**config.mk**
```make
export PLATFORM = sky130hd
export DESIGN_NAME = radix_digit_converter_unit
export DESIGN_NICKNAME = d
export VERILOG_FILES = /design/src/rtl/core/rdc_pkg.sv /design/src/rtl/core/rdc_front.sv /design/src/rtl/core/rdc_queue.sv /design/src/rtl/core/rdc_back.sv /design/src/rtl/core/radix_digit_converter_unit.sv
export SDC_FILE = /design/constraint.sdc
export NUM_CORES = 2
export LEC_CHECK = 0
export BUFFER_PORTS_ARGS = -buffer_cell sky130_fd_sc_hd__buf_2
export CELL_PAD_IN_SITES_DETAIL_PLACEMENT = 1
export CELL_PAD_IN_SITES_GLOBAL_PLACEMENT = 1
export CORE_ASPECT_RATIO = 0.75
export CORE_UTILIZATION = 40
export DETAILED_ROUTE_END_ITERATION = 6
export GPL_TIMING_DRIVEN = 0
export PLACE_DENSITY = 0.73
export SLEW_MARGIN = 20
export SYNTH_ARGS = -nofsm -noshare
export SYNTH_HDL_FRONTEND = slang
export SYNTH_SLANG_ARGS = --single-unit
```
**constraint.sdc**
```tcl
create_clock -name clk -period 26.5 [get_ports clk]
set_input_delay 5.3 -clock clk [delete_from_list [all_inputs] [get_ports clk]]
set_output_delay 5.3 -clock clk [all_outputs]
set_load 0.005 [all_outputs]
```
**src/rtl/core/rdc_pkg.sv**
```systemverilog
package rdc_pkg;

    // Payload of one input transfer
    typedef struct packed {
        logic [31:0] integer_part;
        logic [31:0] fraction_part;
    } in_t;

    // Payload of one output transfer
    typedef struct packed {
        logic [6:0] digit_char;
        logic       digit_valid;
        logic       in_fraction;
        logic       last;
    } out_t;

    // Classification the front attaches to each queued item
    typedef struct packed {
        logic int_zero;   // integer part is zero: no integer digits
        logic frac_go;    // epsilon <= fraction: at least one fraction digit
    } cls_t;

    // Back-end sequencer states
    typedef enum logic [2:0] {
        BK_IDLE,
        BK_DIV,
        BK_INT,
        BK_FRAC,
        BK_MARK
    } bk_state_t;

    // Configuration register indexes
    localparam logic CFG_RADIX   = 1'b0;
    localparam logic CFG_EPSILON = 1'b1;

    localparam logic [5:0]  RADIX_RESET   = 6'd10;
    localparam logic [31:0] EPSILON_RESET = 32'd429497;
    localparam logic [5:0]  RADIX_MIN     = 6'd2;
    localparam logic [5:0]  RADIX_MAX     = 6'd36;

    localparam logic [6:0] DIGIT_ZERO    = 7'h30;
    localparam logic [6:0] DIGIT_ALPHA   = 7'h41;
    localparam logic [5:0] DECIMAL_SPLIT = 6'd10;

    // Quotient bits resolved per divider cycle
    localparam int DIV_BITS = 4;

    // Map a digit value to its ASCII code
    function automatic logic [6:0] to_ascii(input logic [5:0] d);
        logic [6:0] c;
        if (d < DECIMAL_SPLIT)
        begin
            c = DIGIT_ZERO + {1'b0, d};
        end
        else
        begin
            c = DIGIT_ALPHA + {1'b0, d - DECIMAL_SPLIT};
        end
        return c;
    endfunction

endpackage

```
**src/rtl/core/rdc_front.sv**
```systemverilog
module rdc_front #(
    parameter int INT_BITS  = 32,
    parameter int FRAC_BITS = 32,
    parameter int ENT_W     = 2 + 6 + INT_BITS + 2 * FRAC_BITS
) (
    input  logic              in_valid,
    output logic              in_ready,
    input  rdc_pkg::in_t      in_data,
    input  logic [5:0]        radix,
    input  logic [31:0]       epsilon,
    input  logic              q_full,
    output logic              q_push,
    output logic [ENT_W-1:0]  q_entry
);

    logic [5:0]           radix_clamped;
    logic [INT_BITS-1:0]  ival;
    logic [FRAC_BITS-1:0] frac_al;
    logic [FRAC_BITS-1:0] eps_al;
    rdc_pkg::cls_t        cls;

    // Bring the Q0.32 inputs to the internal fraction width
    generate
        if (FRAC_BITS > 32)
        begin : g_up
            assign frac_al = {in_data.fraction_part, {(FRAC_BITS - 32){1'b0}}};
            assign eps_al  = {epsilon, {(FRAC_BITS - 32){1'b0}}};
        end
        else if (FRAC_BITS == 32)
        begin : g_same
            assign frac_al = in_data.fraction_part;
            assign eps_al  = epsilon;
        end
        else
        begin : g_down
            assign frac_al = in_data.fraction_part[31 -: FRAC_BITS];
            assign eps_al  = epsilon[31 -: FRAC_BITS];
        end
    endgenerate

    assign ival = in_data.integer_part[INT_BITS-1:0];

    // Clamp the base to the supported range
    always_comb
    begin
        if (radix < rdc_pkg::RADIX_MIN)
        begin
            radix_clamped = rdc_pkg::RADIX_MIN;
        end
        else if (radix > rdc_pkg::RADIX_MAX)
        begin
            radix_clamped = rdc_pkg::RADIX_MAX;
        end
        else
        begin
            radix_clamped = radix;
        end
    end

    // Classify the item for the back end
    assign cls.int_zero = (ival == '0);
    assign cls.frac_go  = (eps_al <= frac_al);

    assign in_ready = !q_full;
    assign q_push   = in_valid && !q_full;
    assign q_entry  = {cls, radix_clamped, ival, frac_al, eps_al};

endmodule

```
**src/rtl/core/rdc_queue.sv**
```systemverilog
module rdc_queue #(
    parameter int WIDTH = 8
) (
    input  logic             clk,
    input  logic             rst_n,
    input  logic             push,
    input  logic [WIDTH-1:0] push_data,
    output logic             full,
    input  logic             pop,
    output logic             not_empty,
    output logic [WIDTH-1:0] pop_data
);

    logic [WIDTH-1:0] mem [2];
    logic             wr_ptr_reg;
    logic             wr_ptr_next;
    logic             rd_ptr_reg;
    logic             rd_ptr_next;
    logic [1:0]       count_reg;
    logic [1:0]       count_next;

    assign full      = (count_reg == 2'd2);
    assign not_empty = (count_reg != 2'd0);
    assign pop_data  = mem[rd_ptr_reg];

    // Advance pointers and occupancy
    always_comb
    begin
        wr_ptr_next = wr_ptr_reg ^ push;
        rd_ptr_next = rd_ptr_reg ^ pop;
        count_next  = count_reg + {1'b0, push} - {1'b0, pop};
    end

    always_ff @(posedge clk or negedge rst_n)
    begin
        if (!rst_n)
        begin
            wr_ptr_reg <= 1'b0;
            rd_ptr_reg <= 1'b0;
            count_reg  <= 2'd0;
        end
        else
        begin
            wr_ptr_reg <= wr_ptr_next;
            rd_ptr_reg <= rd_ptr_next;
            count_reg  <= count_next;
        end
    end

    // Store the entry
    always_ff @(posedge clk)
    begin
        if (push)
        begin
            mem[wr_ptr_reg] <= push_data;
        end
    end

endmodule

```
**src/rtl/core/rdc_back.sv**
```systemverilog
module rdc_back #(
    parameter int INT_BITS       = 32,
    parameter int FRAC_BITS      = 32,
    parameter int FRAC_DIGIT_CAP = 32,
    parameter int ENT_W          = 2 + 6 + INT_BITS + 2 * FRAC_BITS
) (
    input  logic             clk,
    input  logic             rst_n,
    input  logic             q_valid,
    input  logic [ENT_W-1:0] q_entry,
    output logic             q_pop,
    output logic             out_valid,
    input  logic             out_ready,
    output rdc_pkg::out_t    out_data
);

    localparam int IB_PAD = ((INT_BITS + rdc_pkg::DIV_BITS - 1) / rdc_pkg::DIV_BITS)
                            * rdc_pkg::DIV_BITS;
    localparam int NSTEP  = IB_PAD / rdc_pkg::DIV_BITS;
    localparam int CW     = (NSTEP > 1) ? $clog2(NSTEP) : 1;
    localparam int SPW    = $clog2(INT_BITS + 1);
    localparam int IXW    = $clog2(INT_BITS);
    localparam int FDW    = $clog2(FRAC_DIGIT_CAP + 1);
    localparam int FB     = FRAC_BITS;

    // Entry fields
    rdc_pkg::cls_t       e_cls;
    logic [5:0]          e_radix;
    logic [INT_BITS-1:0] e_ival;
    logic [FB-1:0]       e_frac;
    logic [FB-1:0]       e_eps;

    assign {e_cls, e_radix, e_ival, e_frac, e_eps} = q_entry;

    rdc_pkg::bk_state_t  state_reg;
    rdc_pkg::bk_state_t  state_next;
    logic [5:0]          radix_reg;
    logic [5:0]          radix_next;
    logic [IB_PAD-1:0]   sh_reg;
    logic [IB_PAD-1:0]   sh_next;
    logic [5:0]          rem_reg;
    logic [5:0]          rem_next;
    logic [CW-1:0]       cnt_reg;
    logic [CW-1:0]       cnt_next;
    logic [SPW-1:0]      sp_reg;
    logic [SPW-1:0]      sp_next;
    logic [FB-1:0]       f_reg;
    logic [FB-1:0]       f_next;
    logic [FB:0]         e_reg;
    logic [FB:0]         e_next;
    logic                fgo_reg;
    logic                fgo_next;
    logic [FDW-1:0]      fd_reg;
    logic [FDW-1:0]      fd_next;
    logic                out_valid_reg;
    logic                out_valid_next;
    rdc_pkg::out_t       out_data_reg;
    rdc_pkg::out_t       out_data_next;

    logic [5:0]          stack [INT_BITS];
    logic                push;

    // Divider step results
    logic [IB_PAD-1:0]   div_q;
    logic [5:0]          div_rem;

    // Fraction step results
    logic [FB+5:0]       f_prod;
    logic [FB+6:0]       e_prod;
    logic [FB:0]         e_sat;
    logic [FB-1:0]       f_new;
    logic [5:0]          f_digit;

    logic                slot_free;
    logic [SPW-1:0]      sp_dec;
    logic [SPW-1:0]      sp_next_dec;
    logic [IXW-1:0]      rd_idx;
    logic [5:0]          top_digit_reg;

    localparam logic [FB:0] ONE = {1'b1, {FB{1'b0}}};

    // Resolve DIV_BITS quotient bits of the division by the radix
    always_comb
    begin
        logic [6:0]        t;
        logic [IB_PAD-1:0] q;
        logic [5:0]        rm;
        q  = sh_reg;
        rm = rem_reg;
        for (int i = 0; i < rdc_pkg::DIV_BITS; i++)
        begin
            t = {rm, q[IB_PAD-1]};
            q = {q[IB_PAD-2:0], 1'b0};
            if (t >= {1'b0, radix_reg})
            begin
                t    = t - {1'b0, radix_reg};
                q[0] = 1'b1;
            end
            rm = t[5:0];
        end
        div_q   = q;
        div_rem = rm;
    end

    // One fraction digit: multiply residual and scaled epsilon by the radix
    assign f_prod  = f_reg * radix_reg;
    assign e_prod  = e_reg * radix_reg;
    assign e_sat   = (e_prod > {6'd0, ONE}) ? ONE : e_prod[FB:0];
    assign f_new   = f_prod[FB-1:0];
    assign f_digit = f_prod[FB+5:FB];

    assign slot_free   = !out_valid_reg || out_ready;
    assign sp_dec      = sp_reg - SPW'(1);
    assign sp_next_dec = sp_next - SPW'(1);
    assign rd_idx      = sp_next_dec[IXW-1:0];

    // Sequencer: next state and result generation
    always_comb
    begin
        state_next     = state_reg;
        radix_next     = radix_reg;
        sh_next        = sh_reg;
        rem_next       = rem_reg;
        cnt_next       = cnt_reg;
        sp_next        = sp_reg;
        f_next         = f_reg;
        e_next         = e_reg;
        fgo_next       = fgo_reg;
        fd_next        = fd_reg;
        out_data_next  = out_data_reg;
        out_valid_next = out_valid_reg && !out_ready;
        q_pop          = 1'b0;
        push           = 1'b0;

        case (state_reg)
            rdc_pkg::BK_IDLE:
            begin
                if (q_valid)
                begin
                    q_pop      = 1'b1;
                    radix_next = e_radix;
                    sh_next    = IB_PAD'(e_ival);
                    rem_next   = 6'd0;
                    cnt_next   = '0;
                    sp_next    = '0;
                    f_next     = e_frac;
                    e_next     = {1'b0, e_eps};
                    fgo_next   = e_cls.frac_go;
                    fd_next    = '0;
                    if (!e_cls.int_zero)
                    begin
                        state_next = rdc_pkg::BK_DIV;
                    end
                    else if (e_cls.frac_go)
                    begin
                        state_next = rdc_pkg::BK_FRAC;
                    end
                    else
                    begin
                        state_next = rdc_pkg::BK_MARK;
                    end
                end
            end

            rdc_pkg::BK_DIV:
            begin
                sh_next  = div_q;
                rem_next = div_rem;
                cnt_next = cnt_reg + CW'(1);
                if (cnt_reg == CW'(NSTEP - 1))
                begin
                    // Division done: push the digit, continue on the quotient
                    push     = 1'b1;
                    sp_next  = sp_reg + SPW'(1);
                    rem_next = 6'd0;
                    cnt_next = '0;
                    if (div_q == '0)
                    begin
                        state_next = rdc_pkg::BK_INT;
                    end
                end
            end

            rdc_pkg::BK_INT:
            begin
                if (slot_free)
                begin
                    out_valid_next            = 1'b1;
                    out_data_next.digit_char  = rdc_pkg::to_ascii(top_digit_reg);
                    out_data_next.digit_valid = 1'b1;
                    out_data_next.in_fraction = 1'b0;
                    out_data_next.last        = (sp_dec == '0) && !fgo_reg;
                    sp_next                   = sp_dec;
                    if (sp_dec == '0)
                    begin
                        state_next = fgo_reg ? rdc_pkg::BK_FRAC : rdc_pkg::BK_IDLE;
                    end
                end
            end

            rdc_pkg::BK_FRAC:
            begin
                if (slot_free)
                begin
                    out_valid_next            = 1'b1;
                    out_data_next.digit_char  = rdc_pkg::to_ascii(f_digit);
                    out_data_next.digit_valid = 1'b1;
                    out_data_next.in_fraction = 1'b1;
                    f_next                    = f_new;
                    e_next                    = e_sat;
                    fd_next                   = fd_reg + FDW'(1);
                    // Stop on the cap, a zero residual, or residual below epsilon
                    if ((fd_reg == FDW'(FRAC_DIGIT_CAP - 1)) || (f_new == '0) ||
                        ({1'b0, f_new} < e_sat))
                    begin
                        out_data_next.last = 1'b1;
                        state_next         = rdc_pkg::BK_IDLE;
                    end
                    else
                    begin
                        out_data_next.last = 1'b0;
                    end
                end
            end

            rdc_pkg::BK_MARK:
            begin
                if (slot_free)
                begin
                    out_valid_next            = 1'b1;
                    out_data_next.digit_char  = 7'd0;
                    out_data_next.digit_valid = 1'b0;
                    out_data_next.in_fraction = 1'b0;
                    out_data_next.last        = 1'b1;
                    state_next                = rdc_pkg::BK_IDLE;
                end
            end

            default:
            begin
                state_next = rdc_pkg::BK_IDLE;
            end
        endcase
    end

    // Hold control state
    always_ff @(posedge clk or negedge rst_n)
    begin
        if (!rst_n)
        begin
            state_reg     <= rdc_pkg::BK_IDLE;
            out_valid_reg <= 1'b0;
            sp_reg        <= '0;
            cnt_reg       <= '0;
            fd_reg        <= '0;
        end
        else
        begin
            state_reg     <= state_next;
            out_valid_reg <= out_valid_next;
            sp_reg        <= sp_next;
            cnt_reg       <= cnt_next;
            fd_reg        <= fd_next;
        end
    end

    // Hold working values and the result
    always_ff @(posedge clk)
    begin
        radix_reg    <= radix_next;
        sh_reg       <= sh_next;
        rem_reg      <= rem_next;
        f_reg        <= f_next;
        e_reg        <= e_next;
        fgo_reg      <= fgo_next;
        out_data_reg <= out_data_next;
        if (push)
        begin
            stack[sp_reg[IXW-1:0]] <= div_rem;
        end
        // Fetch the next top of stack; take a fresh push directly
        top_digit_reg <= push ? div_rem : stack[rd_idx];
    end

    assign out_valid = out_valid_reg;
    assign out_data  = out_data_reg;

endmodule

```
**src/rtl/core/radix_digit_converter_unit.sv**
```systemverilog
// Converts an unsigned number (integer part plus Q0.32 fraction) into base-radix
// ASCII digits, one output transfer per digit: integer digits most significant
// first without leading zeros, then fraction digits until the residual is zero,
// drops below the scaled epsilon, or FRAC_DIGIT_CAP digits are out; a number
// with no digits gives one empty marker. A front stage clamps the radix, aligns
// the fraction and classifies the item into a two-entry queue, so a new item can
// be accepted while the back end still works. The back end divides the integer
// part by the radix with a single divider that resolves 4 quotient bits per
// cycle, running over the full padded integer width for each integer digit;
// each fraction digit comes from one multiply of the residual by the radix.
// Configuration must be written only while the block is idle; the block
// itself does not enforce this.
module radix_digit_converter_unit #(
    parameter int INT_BITS       = 32,
    parameter int FRAC_BITS      = 32,
    parameter int FRAC_DIGIT_CAP = 32
) (
    input  logic          clk,
    input  logic          rst_n,
    input  logic          in_valid,
    output logic          in_ready,
    input  rdc_pkg::in_t  in_data,
    output logic          out_valid,
    input  logic          out_ready,
    output rdc_pkg::out_t out_data,
    input  logic          cfg_valid,
    output logic          cfg_ready,
    input  logic          cfg_index,
    input  logic [31:0]   cfg_data
);

    localparam int ENT_W = $bits(rdc_pkg::cls_t) + 6 + INT_BITS + 2 * FRAC_BITS;

    logic [5:0]       radix_reg;
    logic [31:0]      epsilon_reg;
    logic             q_full;
    logic             q_push;
    logic [ENT_W-1:0] q_wr_entry;
    logic             q_pop;
    logic             q_not_empty;
    logic [ENT_W-1:0] q_rd_entry;

    assign cfg_ready = 1'b1;

    // Write configuration registers on a transfer
    always_ff @(posedge clk or negedge rst_n)
    begin
        if (!rst_n)
        begin
            radix_reg   <= rdc_pkg::RADIX_RESET;
            epsilon_reg <= rdc_pkg::EPSILON_RESET;
        end
        else if (cfg_valid)
        begin
            case (cfg_index)
                rdc_pkg::CFG_RADIX:   radix_reg   <= cfg_data[5:0];
                rdc_pkg::CFG_EPSILON: epsilon_reg <= cfg_data;
                default:              radix_reg   <= radix_reg;
            endcase
        end
    end

    rdc_front #(
        .INT_BITS  (INT_BITS),
        .FRAC_BITS (FRAC_BITS),
        .ENT_W     (ENT_W)
    ) u_front (
        .in_valid (in_valid),
        .in_ready (in_ready),
        .in_data  (in_data),
        .radix    (radix_reg),
        .epsilon  (epsilon_reg),
        .q_full   (q_full),
        .q_push   (q_push),
        .q_entry  (q_wr_entry)
    );

    rdc_queue #(
        .WIDTH (ENT_W)
    ) u_queue (
        .clk       (clk),
        .rst_n     (rst_n),
        .push      (q_push),
        .push_data (q_wr_entry),
        .full      (q_full),
        .pop       (q_pop),
        .not_empty (q_not_empty),
        .pop_data  (q_rd_entry)
    );

    rdc_back #(
        .INT_BITS       (INT_BITS),
        .FRAC_BITS      (FRAC_BITS),
        .FRAC_DIGIT_CAP (FRAC_DIGIT_CAP),
        .ENT_W          (ENT_W)
    ) u_back (
        .clk       (clk),
        .rst_n     (rst_n),
        .q_valid   (q_not_empty),
        .q_entry   (q_rd_entry),
        .q_pop     (q_pop),
        .out_valid (out_valid),
        .out_ready (out_ready),
        .out_data  (out_data)
    );

endmodule
```
==> results.tsv <==
metric	value	unit
final hold vios	0	
setup bufs post-CTS	0	
H-tree depth	3	
status	completed	
Final HPWL DP	93200	µm
CTS tree	built	
CTS Buf Count	68	
final period utilization	47.1	%
CP arrival	12970	ps
R2R setup slack	14020	ps
I/O pin cnt	115	
Seq/Total Area, Yosys	44.5	%
Num Clock Sinks	586	
number of enable flip-flop cells after synthesis	520	
Area after DPL	41300	µm²
Setup CP Type	flip-flop to flip-flop	
layout cells sized above 1	10.8	%
largest net degree at the start of global routing	49	
Vias	27900	
HP Class	flip-flop to flip-flop	
Nets	4137	
Synth area leaders	edfxtp_1, fa_1, ha_1	
die area	98300	µm²
pwr/cell area	52.6	nW/µm²
Clock Tree Root	clkbuf_16	
Detailed Routing Iterations Pass 1	5	
Synth cell types	92	
DRT iter0 DRCs	2767	
Die H	272	µm
drt total wl	121000	µm
ys flop type	edfxtp_1	
std cell rows	98	
register bit total from synthesis	586	
max_slew headroom	14.2	%
initial antenna violation count	21	
worst r2r src	u_back.radix_reg[1]	
remaining antenna violation count	0	
Buffers & Inverters on Critical Path	7	
RSZ-0062 raised after global routing	false	
worst setup path end	u_back.rem_reg[5]	
first-pass GRT wire length	184000	µm
die width	362	µm
max incr delay on CP	870	ps
worst hold path stage count	1	
post-placement cell count	4816	
Reg2Reg Depth	42	
Skew-Pair Late Insertion Delay	640	ps
RR Endpoint	u_back.rem_reg[5]	
worst path required time	26990	ps
max-slew violations	0	
PortBufs	113	
area of the mapped netlist	38800	µm²
PostCTS Resize Cnt	0	
Worst-path clk slew	60	ps
critical path capture point type	flip-flop	
# hold bufs at CTS	0	
share of the synthesized area in the top cell type	40.2	%
CP delay by family, top	compound AO/OA/AOI/OAI gates	
CTS max path bufs	3	
Async S/R FF share, synth	10.4	%
Max Fclk	80.1	MHz
Tot Pwr	2.29	mW
Core Region	95800	µm²
crit path setup slack, layout	14020	ps
Synth Instances	3394	
measured slew at the worst slew-check pin	1280	ps
GRT overflow	0	
clock skew	33.1	ps
CP Launch Type	flip-flop	
peak supply drop	0.0000471	V
Leakage Power	17.3	nW
Worst path depth	42	
cell type with the largest total area after synthesis	edfxtp_1	
Design Area, Final	43600	µm²
setup TNS	0	ps
gpl congestion	0.894	
Initial Util	40.5	%
max reg flops	208	
drt drc	0	
Final Setup Violations	0	
Yosys warnings	0	
GRT Overall Usage	24.9	%
Final Non-Filler Cells	4946	
vias in the first global route	29000	
area growth from synthesis to layout	12.4	%
Crit Path Max Fanout	33	
CP startpoint	u_back.radix_reg[1]	
minimum clock period	12480	ps
maxcap violations	0	
slowest cell on the critical path	mux2_2	
mean area per synthesized cell	11.4	µm²
wire length per cell	24.4	µm
vias per std cell	5.64	
Post-Syn Nets	3945	
pre-CTS WS	14270	ps
-- per-stage QoR --
step	utilization, %	hold slack [ps]
6_report	45.5	491
5_1_grt	45.5	518
4_1_cts	45.5	493
3_5_place_dp	43.1	484
3_3_place_gp	42.8	467
2_1_floorplan	-	442
-- placed cells by master (no fill, tap or decap), types with 11 or more instances in the layout --
| cell type | synthesis | layout |
|---|---|---|
| o211ai_1 | 12 | 12 |
| clkbuf_1 | 118 | 134 |
| ha_1 | 199 | 197 |
| dfrtp_1 | 48 | 48 |
| mux4_2 | 60 | 60 |
| and3_1 | 19 | 19 |
| nor4_1 | 26 | 26 |
| a31oi_1 | 18 | 18 |
| a211oi_1 | 49 | 49 |
| xnor2_1 | 49 | 49 |
| nand2b_1 | 34 | 34 |
| a21o_1 | 40 | 40 |
| nand3_1 | 48 | 48 |
| nor2_1 | 121 | 120 |
| xor2_1 | 26 | 26 |
| dfstp_2 | 13 | 13 |
| inv_1 | 369 | 368 |
| o21ai_0 | 131 | 131 |
| o21a_1 | 17 | 17 |
| nor2b_1 | 67 | 67 |
| clkbuf_16 | 0 | 68 |
| edfxtp_1 | 520 | 520 |
| or3_1 | 12 | 12 |
| a21oi_1 | 145 | 145 |
| fa_1 | 250 | 250 |
| mux2i_1 | 79 | 77 |
| nor3_1 | 31 | 30 |
| buf_2 | 4 | 116 |
| nand4_1 | 37 | 37 |
| and2_1 | 212 | 212 |
| mux2_2 | 59 | 59 |
| buf_1 | 13 | 11 |
| nand2_1 | 399 | 398 |
-- worst min-delay path by stage --
stage / startpoint / to / slack (ps)
after floorplan: u_back.sp_reg[5] / u_back.sp_reg[5] / 440
after global placement: u_back.sp_reg[5] / u_back.sp_reg[5] / 470
after detailed placement: u_back.sp_reg[5] / u_back.sp_reg[5] / 480
after CTS: u_back.cnt_reg[0] / u_back.cnt_reg[0] / 490
after global routing: u_back.sp_reg[5] / u_back.sp_reg[5] / 520
final: u_back.cnt_reg[0] / u_back.cnt_reg[0] / 490
-- cell usage after synthesis (12+ instances only) --
master    number
edfxtp_1     520
nor4_1        26
o21a_1        17
xnor2_1       49
mux4_2        60
o21ai_0      131
fa_1         250
nand4_1       37
clkbuf_1     118
o211ai_1      12
dfrtp_1       48
nor2_1       121
or3_1         12
nand2_1      399
nor2b_1       67
mux2i_1       79
a21o_1        40
a21oi_1      145
ha_1         199
xor2_1        26
buf_1         13
dfstp_2       13
mux2_2        59
inv_1        369
and2_1       212
a211oi_1      49
a31oi_1       18
nand3_1       48
and3_1        19
nor3_1        31
nand2b_1      34
-- per-layer routing --
metal / vias to the layer above / track usage, % / part of all wire (%)
met2: 1007 / 37.7 / 44
met1: 14400 / 37.1 / 46
met4: 14 / 5.34 / 1.7
met5: - / 0 / 0.078
met3: 152 / 4.57 / 7.9
li1: 12300 / - / -
-- cell type report --
cell class	count	area, µm²
inverter	371	1400
timing repair buffer	122	776
tap	1300	1630
antenna	5	12.5
sequential	586	17300
buffer	140	567
fill	10300	52100
clock inverter	36	493
clock buffer	89	1830
multi-input combinational	2297	19700
-- logic make-up (layout without fill, tap and decap cells) --
kind of cell	count (synthesis)	count (layout)	share of synthesized area [%]
AO/OA/AOI/OAI	529	529	8.85
XOR/XNOR	75	75	1.69
adder cells (fa/ha/maj)	450	450	19.3
buffers and inverters	511	758	5.04
flip-flops	586	586	44.5
multiplexers	198	198	7.23
other	1	6	0.00966
AND/OR/NAND/NOR	1044	1044	13.4
-- power breakdown --
group,internal (mW),switching (mW)
logic,0.0633,0.125
clock network,0.558,0.407
registers,1.11,0.0307
total,1.73,0.562
No activity file was read; power rests on OpenSTA's default activity.
